==> config.mk <==
export PLATFORM = sky130hd
export DESIGN_NAME = unbiased_random_range_reducer
export DESIGN_NICKNAME = d
export VERILOG_FILES = /design/src/rtl/urr_pkg.sv /design/src/rtl/urr_gather.sv /design/src/rtl/urr_rem.sv /design/src/rtl/unbiased_random_range_reducer.sv
export SDC_FILE = /design/constraint.sdc
export NUM_CORES = 2
export LEC_CHECK = 0
export ABC_AREA = 1
export BUFFER_PORTS_ARGS = -buffer_cell sky130_fd_sc_hd__buf_2
export CAP_MARGIN = 20
export CORE_MARGIN = 1
export CORE_UTILIZATION = 55
export DETAILED_ROUTE_END_ITERATION = 7
export GPL_TIMING_DRIVEN = 0
export PLACE_DENSITY = 0.86
export SLEW_MARGIN = 20
export SYNTH_ARGS = -nofsm -noshare
export SYNTH_HDL_FRONTEND = slang
export SYNTH_SLANG_ARGS = --single-unit
==> constraint.sdc <==
create_clock -name i_clk -period 8.94 [get_ports i_clk]
set_input_delay 1.788 -clock i_clk [delete_from_list [all_inputs] [get_ports i_clk]]
set_output_delay 1.788 -clock i_clk [all_outputs]
set_load 0.05 [all_outputs]
==> src/rtl/urr_pkg.sv <==
// Shared constants and types of the unbiased random range reducer.
package urr_pkg;

    localparam int unsigned DATA_W  = 64;
    localparam int unsigned BYTES_W = 4;
    localparam int unsigned RETRY_W = 6;
    localparam int unsigned CNT_W   = $clog2(DATA_W);

    localparam logic [RETRY_W-1:0] MAX_ATTEMPTS = RETRY_W'(50);

    localparam logic [DATA_W-1:0] ALL32 = 64'h0000_0000_FFFF_FFFF;
    localparam logic [DATA_W-1:0] ALL64 = 64'hFFFF_FFFF_FFFF_FFFF;

    localparam logic CFG_RANGE_MIN = 1'b0;
    localparam logic CFG_RANGE_MAX = 1'b1;

    localparam logic [1:0] ST_OK      = 2'd0;
    localparam logic [1:0] ST_GEN_ERR = 2'd1;
    localparam logic [1:0] ST_LIMIT   = 2'd2;

    typedef struct packed {
        logic              complete;
        logic [DATA_W-1:0] draw;
    } t_gather_out;

    typedef struct packed {
        logic              start;
        logic [DATA_W-1:0] dividend;
        logic [DATA_W-1:0] divisor;
    } t_rem_req;

    typedef struct packed {
        logic              done;
        logic [DATA_W-1:0] rem;
    } t_rem_out;

endpackage

==> src/rtl/urr_gather.sv <==
// Byte gatherer that packs generator chunks into one draw.
module urr_gather
    import urr_pkg::*;
(
    input  logic               i_clk,
    input  logic               i_rst_n,
    input  logic               i_accept,
    input  logic               i_wide,
    input  logic [DATA_W-1:0]  i_chunk,
    input  logic [BYTES_W-1:0] i_bytes,
    input  logic               i_error,
    output t_gather_out        o_stat
);

    logic [DATA_W-1:0] r_acc;
    logic [2:0]        r_bytes;

    logic [DATA_W-1:0] chunk_m;
    logic [DATA_W-1:0] merged;
    logic [4:0]        total;
    logic [4:0]        need;

    always_comb begin
        chunk_m = i_wide ? i_chunk : (i_chunk & ALL32);
        merged  = r_acc | (chunk_m << {r_bytes, 3'b000});
        total   = {2'b00, r_bytes} + {1'b0, i_bytes};
        need    = i_wide ? 5'd8 : 5'd4;
        o_stat.complete = (total >= need);
        o_stat.draw     = i_wide ? merged : (merged & ALL32);
    end

    always_ff @(posedge i_clk) begin
        if (!i_rst_n) begin
            r_acc   <= '0;
            r_bytes <= '0;
        end else if (i_accept) begin
            if (i_error || o_stat.complete) begin
                r_acc   <= '0;
                r_bytes <= '0;
            end else begin
                r_acc   <= merged;
                r_bytes <= total[2:0];
            end
        end
    end

endmodule

==> src/rtl/urr_rem.sv <==
// Bit-serial restoring remainder unit, one dividend bit per cycle.
module urr_rem
    import urr_pkg::*;
(
    input  logic     i_clk,
    input  logic     i_rst_n,
    input  t_rem_req i_req,
    output t_rem_out o_res
);

    logic [DATA_W-1:0] r_dvd;
    logic [DATA_W-1:0] r_div;
    logic [DATA_W-1:0] r_rem;
    logic [CNT_W-1:0]  r_cnt;
    logic              r_run;
    logic              r_done;

    logic [DATA_W:0]   trial;
    logic [DATA_W:0]   diff;
    logic [DATA_W-1:0] n_rem;

    always_comb begin
        trial = {r_rem, r_dvd[DATA_W-1]};
        diff  = trial - {1'b0, r_div};
        n_rem = diff[DATA_W] ? trial[DATA_W-1:0] : diff[DATA_W-1:0];
    end

    always_ff @(posedge i_clk) begin
        if (!i_rst_n) begin
            r_run  <= 1'b0;
            r_done <= 1'b0;
            r_cnt  <= '0;
        end else begin
            r_done <= 1'b0;
            if (i_req.start) begin
                r_run <= 1'b1;
                r_cnt <= '0;
            end else if (r_run) begin
                r_cnt <= r_cnt + CNT_W'(1);
                if (r_cnt == CNT_W'(DATA_W - 1)) begin
                    r_run  <= 1'b0;
                    r_done <= 1'b1;
                end
            end
        end
    end

    always_ff @(posedge i_clk) begin
        if (i_req.start) begin
            r_dvd <= i_req.dividend;
            r_div <= i_req.divisor;
            r_rem <= '0;
        end else if (r_run) begin
            r_dvd <= {r_dvd[DATA_W-2:0], 1'b0};
            r_rem <= n_rem;
        end
    end

    assign o_res.done = r_done;
    assign o_res.rem  = r_rem;

endmodule

==> src/rtl/unbiased_random_range_reducer.sv <==
// Top level of the unbiased random range reducer.
//
//   port group   dir  tdata fields (low bit up)                 tuser
//   s_axis       in   random_chunk[63:0], chunk_bytes[67:64]    gen_error
//   m_axis       out  value[63:0]                               status[1:0]
//   i_cfg_*      in   range_min (idx 0), range_max (idx 1)      -
//
// A chunk that does not finish a draw leaves the input ready. A finished
// draw passes through S_DIV, S_CHK and S_PUSH before its word shows, and
// a generator error goes straight to S_PUSH; the 64-step serial remainder
// loop sets the draw latency, and a rejected draw reopens the input from
// S_CHK. Reset is synchronous and clears the gatherer, retry count and
// output valid. One result word waits in the output register while the
// next chunk is taken; a second result holds until that word leaves.
module unbiased_random_range_reducer
    import urr_pkg::*;
(
    input  logic              i_clk,
    input  logic              i_rst_n,
    input  logic              s_axis_tvalid,
    output logic              s_axis_tready,
    input  logic [71:0]       s_axis_tdata,  // random_chunk, chunk_bytes, pad
    input  logic              s_axis_tuser,  // gen_error
    output logic              m_axis_tvalid,
    input  logic              m_axis_tready,
    output logic [DATA_W-1:0] m_axis_tdata,  // value
    output logic [1:0]        m_axis_tuser,  // status
    input  logic              i_cfg_we,
    input  logic              i_cfg_idx,
    input  logic [DATA_W-1:0] i_cfg_wdata
);

    typedef enum logic [3:0] {
        S_IDLE = 4'b0001,
        S_DIV  = 4'b0010,
        S_CHK  = 4'b0100,
        S_PUSH = 4'b1000
    } t_state;

    t_state            r_state;
    logic [DATA_W-1:0] r_range_min;
    logic [DATA_W-1:0] r_range_max;
    logic [DATA_W-1:0] r_span;
    logic [DATA_W-1:0] r_draw;
    logic [RETRY_W-1:0] r_retry;
    logic [DATA_W-1:0] r_res;
    logic [1:0]        r_stat;
    logic              r_ovalid;
    logic [DATA_W-1:0] r_odata;
    logic [1:0]        r_ouser;

    logic              accept;
    logic              wide;
    logic [DATA_W-1:0] all;
    logic [DATA_W-1:0] n_mod;
    logic              full;
    logic              pow2;
    logic              reject;
    logic [DATA_W-1:0] res;
    logic              push_load;

    t_gather_out       gat;
    t_rem_req          req_draw;
    t_rem_req          req_all;
    t_rem_out          rem_draw;
    t_rem_out          rem_all;

    assign accept = s_axis_tvalid && s_axis_tready;
    assign s_axis_tready = (r_state == S_IDLE);

    always_comb begin
        wide   = |r_span[DATA_W-1:32];
        all    = wide ? ALL64 : ALL32;
        n_mod  = r_span + DATA_W'(1);
        full   = (r_span == all);
        pow2   = ((n_mod & r_span) == '0);
        reject = (r_draw >= (all - rem_all.rem));
        if (full) begin
            res = r_draw;
        end else if (pow2) begin
            res = r_draw & r_span;
        end else begin
            res = rem_draw.rem;
        end
    end

    urr_gather u_gather (
        .i_clk    (i_clk),
        .i_rst_n  (i_rst_n),
        .i_accept (accept),
        .i_wide   (wide),
        .i_chunk  (s_axis_tdata[DATA_W-1:0]),
        .i_bytes  (s_axis_tdata[DATA_W+BYTES_W-1:DATA_W]),
        .i_error  (s_axis_tuser),
        .o_stat   (gat)
    );

    always_comb begin
        req_draw.start    = accept && !s_axis_tuser && gat.complete;
        req_draw.dividend = gat.draw;
        req_draw.divisor  = n_mod;
        req_all.start     = req_draw.start;
        req_all.dividend  = all;
        req_all.divisor   = n_mod;
    end

    urr_rem u_rem_draw (
        .i_clk   (i_clk),
        .i_rst_n (i_rst_n),
        .i_req   (req_draw),
        .o_res   (rem_draw)
    );

    urr_rem u_rem_all (
        .i_clk   (i_clk),
        .i_rst_n (i_rst_n),
        .i_req   (req_all),
        .o_res   (rem_all)
    );

    always_ff @(posedge i_clk) begin
        if (!i_rst_n) begin
            r_range_min <= '0;
            r_range_max <= '0;
            r_span      <= '0;
        end else if (i_cfg_we) begin
            case (i_cfg_idx)
                CFG_RANGE_MIN: begin
                    r_range_min <= i_cfg_wdata;
                    r_span      <= r_range_max - i_cfg_wdata;
                end
                CFG_RANGE_MAX: begin
                    r_range_max <= i_cfg_wdata;
                    r_span      <= i_cfg_wdata - r_range_min;
                end
                default: begin
                    r_span <= r_span;
                end
            endcase
        end
    end

    assign push_load = (r_state == S_PUSH) && (!r_ovalid || m_axis_tready);

    always_ff @(posedge i_clk) begin
        if (!i_rst_n) begin
            r_state <= S_IDLE;
            r_retry <= '0;
        end else begin
            case (r_state)
                S_IDLE: begin
                    if (accept) begin
                        if (s_axis_tuser) begin
                            r_retry <= '0;
                            r_state <= S_PUSH;
                        end else if (gat.complete) begin
                            r_state <= S_DIV;
                        end
                    end
                end
                S_DIV: begin
                    if (rem_draw.done) begin
                        r_state <= S_CHK;
                    end
                end
                S_CHK: begin
                    if (!full && !pow2 && reject) begin
                        if (r_retry >= MAX_ATTEMPTS) begin
                            r_retry <= '0;
                            r_state <= S_PUSH;
                        end else begin
                            r_retry <= r_retry + RETRY_W'(1);
                            r_state <= S_IDLE;
                        end
                    end else begin
                        r_retry <= '0;
                        r_state <= S_PUSH;
                    end
                end
                S_PUSH: begin
                    if (push_load) begin
                        r_state <= S_IDLE;
                    end
                end
                default: begin
                    r_state <= S_IDLE;
                end
            endcase
        end
    end

    always_ff @(posedge i_clk) begin
        if (req_draw.start) begin
            r_draw <= gat.draw;
        end
        if ((r_state == S_IDLE) && accept && s_axis_tuser) begin
            r_res  <= r_range_min;
            r_stat <= ST_GEN_ERR;
        end else if (r_state == S_CHK) begin
            if (!full && !pow2 && reject) begin
                r_res  <= r_range_min;
                r_stat <= ST_LIMIT;
            end else begin
                r_res  <= res + r_range_min;
                r_stat <= ST_OK;
            end
        end
    end

    always_ff @(posedge i_clk) begin
        if (!i_rst_n) begin
            r_ovalid <= 1'b0;
        end else if (push_load) begin
            r_ovalid <= 1'b1;
        end else if (m_axis_tready) begin
            r_ovalid <= 1'b0;
        end
    end

    always_ff @(posedge i_clk) begin
        if (push_load) begin
            r_odata <= r_res;
            r_ouser <= r_stat;
        end
    end

    assign m_axis_tvalid = r_ovalid;
    assign m_axis_tdata  = r_odata;
    assign m_axis_tuser  = r_ouser;

endmodule

==> flow_metrics.tcl <==
set metrics [dict create \
    grt_first_pass_wirelength_um 411000 \
    synth-seq-area-share_pct 31.42 \
    placed_cells_incl_taps 11460 \
    post_cts.repair.setup_buffers 0 \
    min_delay_worst_endpoint "m_axis_tdata[12]" \
    total_i_o_pin_count 211 \
    routed.top_layer "met5" \
    cellLeakagePower_nw 33.19 \
    synth_warnings 0 \
    regToRegSetupSlack_ns 0.43 \
    die_x_um 341.4 \
    fin_ws_ns 0.4260 \
    endpoint_kind "register" \
    path_max_fanout 39 \
    setup_viol_count_final 0 \
    critPathLaunchType "register" \
    syn-mean-instance-area_um2 6.510 \
    holdCritPathClass "register to register" \
    slew_headroom_pct 20.63 \
    final.fill_count 10850 \
    track_usage_pct 48.05 \
    numClockSinks 801 \
    finalHoldViolations 0 \
    globalRouteOverflowTotal 0 \
    overall_die_area_um2 116500 \
    area_of_the_mapped_netlist_um2 63340 \
    timing.reg2reg.worst_path_depth 27 \
    cts-buffers-inserted 89 \
    maximum_number_of_pins_on_one_net_before_global_route_repair 86 \
    rsz0062_at_grt "false" \
    cts_tree "done" \
    post_cts.resized_instances 0 \
    max_freq_mhz 117.5 \
    drt_iter0_markers 10900 \
    area_of_combinational_cells_with_multiple_inputs_um2 36860 \
    drt-pass1-iter-count 8 \
    worst_ep_required_time_ns 9.44 \
    initial_utilization_pct 55.47 \
    drc_errors 44 \
    layout_common_cells "nand2_1, inv_1, nor2_1, a21oi_1, o21ai_0" \
    worst_reg2reg_path_endpoint "r_res[38]" \
    timing.final.crit_period_ns 8.514 \
    pre_cts_ws_ns 0.9745 \
    syn_inst 9730 \
    place_congestion 1.223 \
    power_consumption_mw 10.56 \
    final_net_count 10670 \
    layout.area.seq_um2 19900 \
    grt_antenna_before_repair 20 \
    cts_buffer_depth 3 \
    clk_transition_reported_paths_ns 0.06 \
    slew_violations 0 \
    detailroute.wirelength.met3_um 47840 \
    finish.utilization_pct 60.81 \
    fin_skew_ns 0.05039 \
    wl_per_cell_um 24.89 \
    worst_hold_slack_ns 0.4172 \
    critPathKind "register to register" \
    die_height_um 341.4 \
    layout-area-overhead-vs-synth_pct 9.622 \
    drv_cap 0 \
    fp-row-count 124 \
    routedLengthMet1_um 110100 \
    final_layout_size_suffix_gt1_share_pct 4.914 \
    hold_path_startpoint "r_res[12]" \
    htreeDepth 3 \
    postSynthRegisterBits 801 \
    final_area_um2 69440 \
    vias_per_cell 6.078 \
    vdd_ir_drop_max_mv 0.2068 \
    critical_path.reg2reg.startpoint "r_span[63]" \
    worst_pin_slew_ns 1.191 \
    final_common_cell "nand2_1" \
    netlist_top_cells_area "edfxtp_1, nand2_1, dfxtp_1, ha_1, inv_1" \
    postCtsHoldBufs 0 \
    finalNonFillerCells 11630 \
    wl_met2_um 109100 \
    dp_hpwl_um 242600 \
    syn_nets 10370 \
    synthDominantAreaCellType "edfxtp_1" \
    synth.lib_cells_used.distinct 53 \
    via_count 70710 \
    dpl_cell_area_um2 66440 \
    floorplan.core_area_um2 114200 \
    synth_top_area_share_pct 18.30 \
    timing.hold.worst_path_depth 0 \
    worst-endpoint-arrival_ns 9.01 \
    number_of_buffers_inserted_by_port_buffering 204 \
    routed_wirelength_um 289600 \
    post-route-period-util_pct 95.23 \
    timing.setup.tns_ns 0 \
    grt_pass1_vias 63730 \
    outcome "finished with violations" \
    power-per-cell-area_nw_per_um2 152.0 \
    postRouteAntennaNets 0 \
    violations "DRC" \
    cts-root-buf "clkbuf_16" \
    clk_latency_ns 0.72 \
]
routing by layer:
| metal | vias to the layer above | GRT usage, % |
|---|---|---|
| li1 | 32350 | - |
| met1 | 32260 | 63.81 |
| met2 | 5125 | 64.62 |
| met3 | 950 | 18.17 |
| met4 | 26 | 30.86 |
| met5 | - | 0.6127 |
synthesized netlist by cell type, drive strengths merged:
| cell type | n |
|---|---|
| a211oi | 8 |
| a21boi | 8 |
| a21o | 22 |
| a21oi | 843 |
| a22o | 9 |
| a22oi | 62 |
| a2bb2oi | 9 |
| a31o | 1 |
| a31oi | 16 |
| and2 | 13 |
| and3 | 12 |
| buf | 64 |
| clkbuf | 182 |
| clkinv | 5 |
| dfxtp | 415 |
| edfxtp | 386 |
| fa | 7 |
| ha | 485 |
| inv | 1467 |
| nand2 | 2816 |
| nand3 | 615 |
| nand3b | 38 |
| nand4 | 84 |
| nor2 | 940 |
| nor3 | 92 |
| nor3b | 5 |
| nor4 | 27 |
| o2111ai | 1 |
| o211ai | 18 |
| o21a | 12 |
| o21ai | 772 |
| o21bai | 86 |
| o221ai | 3 |
| o22ai | 1 |
| o311ai | 1 |
| or2 | 37 |
| or3 | 1 |
| xnor2 | 95 |
| xor2 | 72 |
final cells by class:
type	instances	area share, %
flip-flops and latches	801	28.66
clock inverters	53	0.8740
clock buffers	113	3.417
repair buffers	217	1.687
well taps	1512	2.725
plain buffers	246	1.555
diodes	8	0.02883
multi-input cells	7211	53.09
inverters	1472	7.968
how the worst max path moves through the flow:
stage | startpoint | endpoint | slack [ns]
2_1_floorplan | m_axis_tready | m_axis_tdata[0] | 0.21
3_3_place_gp | m_axis_tready | m_axis_tdata[62] | -3.75
3_5_place_dp | r_span[63] | r_res[38] | 0.97
4_1_cts | r_span[63] | r_res[38] | 0.95
5_1_grt | r_span[1] | r_res[58] | 0.45
6_report | r_span[63] | r_res[38] | 0.43
worst max-delay path, cell delays in order, from the launching register on:
cell	delay (ns)
dfxtp_1	0.74
nor3_1	0.15
nand2_1	0.11
nor2_1	0.08
nand2_1	0.40
clkbuf_1	0.47
clkbuf_2	0.72
ha_1	0.42
a21oi_1	0.16
nand2_1	0.11
a21oi_1	0.39
o21bai_1	0.24
a21boi_0	0.35
o21ai_0	0.22
a21oi_1	0.20
xor2_1	0.28
ha_1	0.32
a21oi_1	0.16
o21ai_0	0.14
nand2_1	0.10
a21o_1	0.11
nand2_1	0.04
a21oi_1	0.19
nand2_1	0.34
a21oi_4	0.69
buf_2	0.44
nand3_1	0.40
o21ai_0	0.28
state kept, by name, summed over array words and instances (netlist names), 2 cells and up:
signal,cells
u_rem_all.r_div,64
r_state,4
r_range_min,64
r_draw,64
u_rem_draw.r_cnt,6
r_span,64
m_axis_tdata,64
u_rem_all.r_rem,64
r_stat,2
u_rem_all.r_cnt,6
u_gather.r_acc,64
r_range_max,64
u_rem_all.r_dvd,64
u_gather.r_bytes,3
r_res,64
u_rem_draw.r_rem,64
u_rem_draw.r_dvd,64
m_axis_tuser,2
r_retry,6
where the power goes:
part | internal (mW) | switching [mW]
registers | 4.09 | 0.238
clock network | 2.11 | 1.70
logic | 0.670 | 1.74
cell families (layout without fill, tap and decap cells):
logic type,count (synthesis),count (layout),share of synthesized area (%)
simple gates,4680,4680,30.21
compound gates,1872,1872,15.85
buf+inv,1718,2101,10.41
flops,801,801,31.42
fa+ha+maj,492,492,9.802
xor+xnor,167,167,2.309
other cells,0,8,0
No activity file was read; power rests on OpenSTA's default activity.
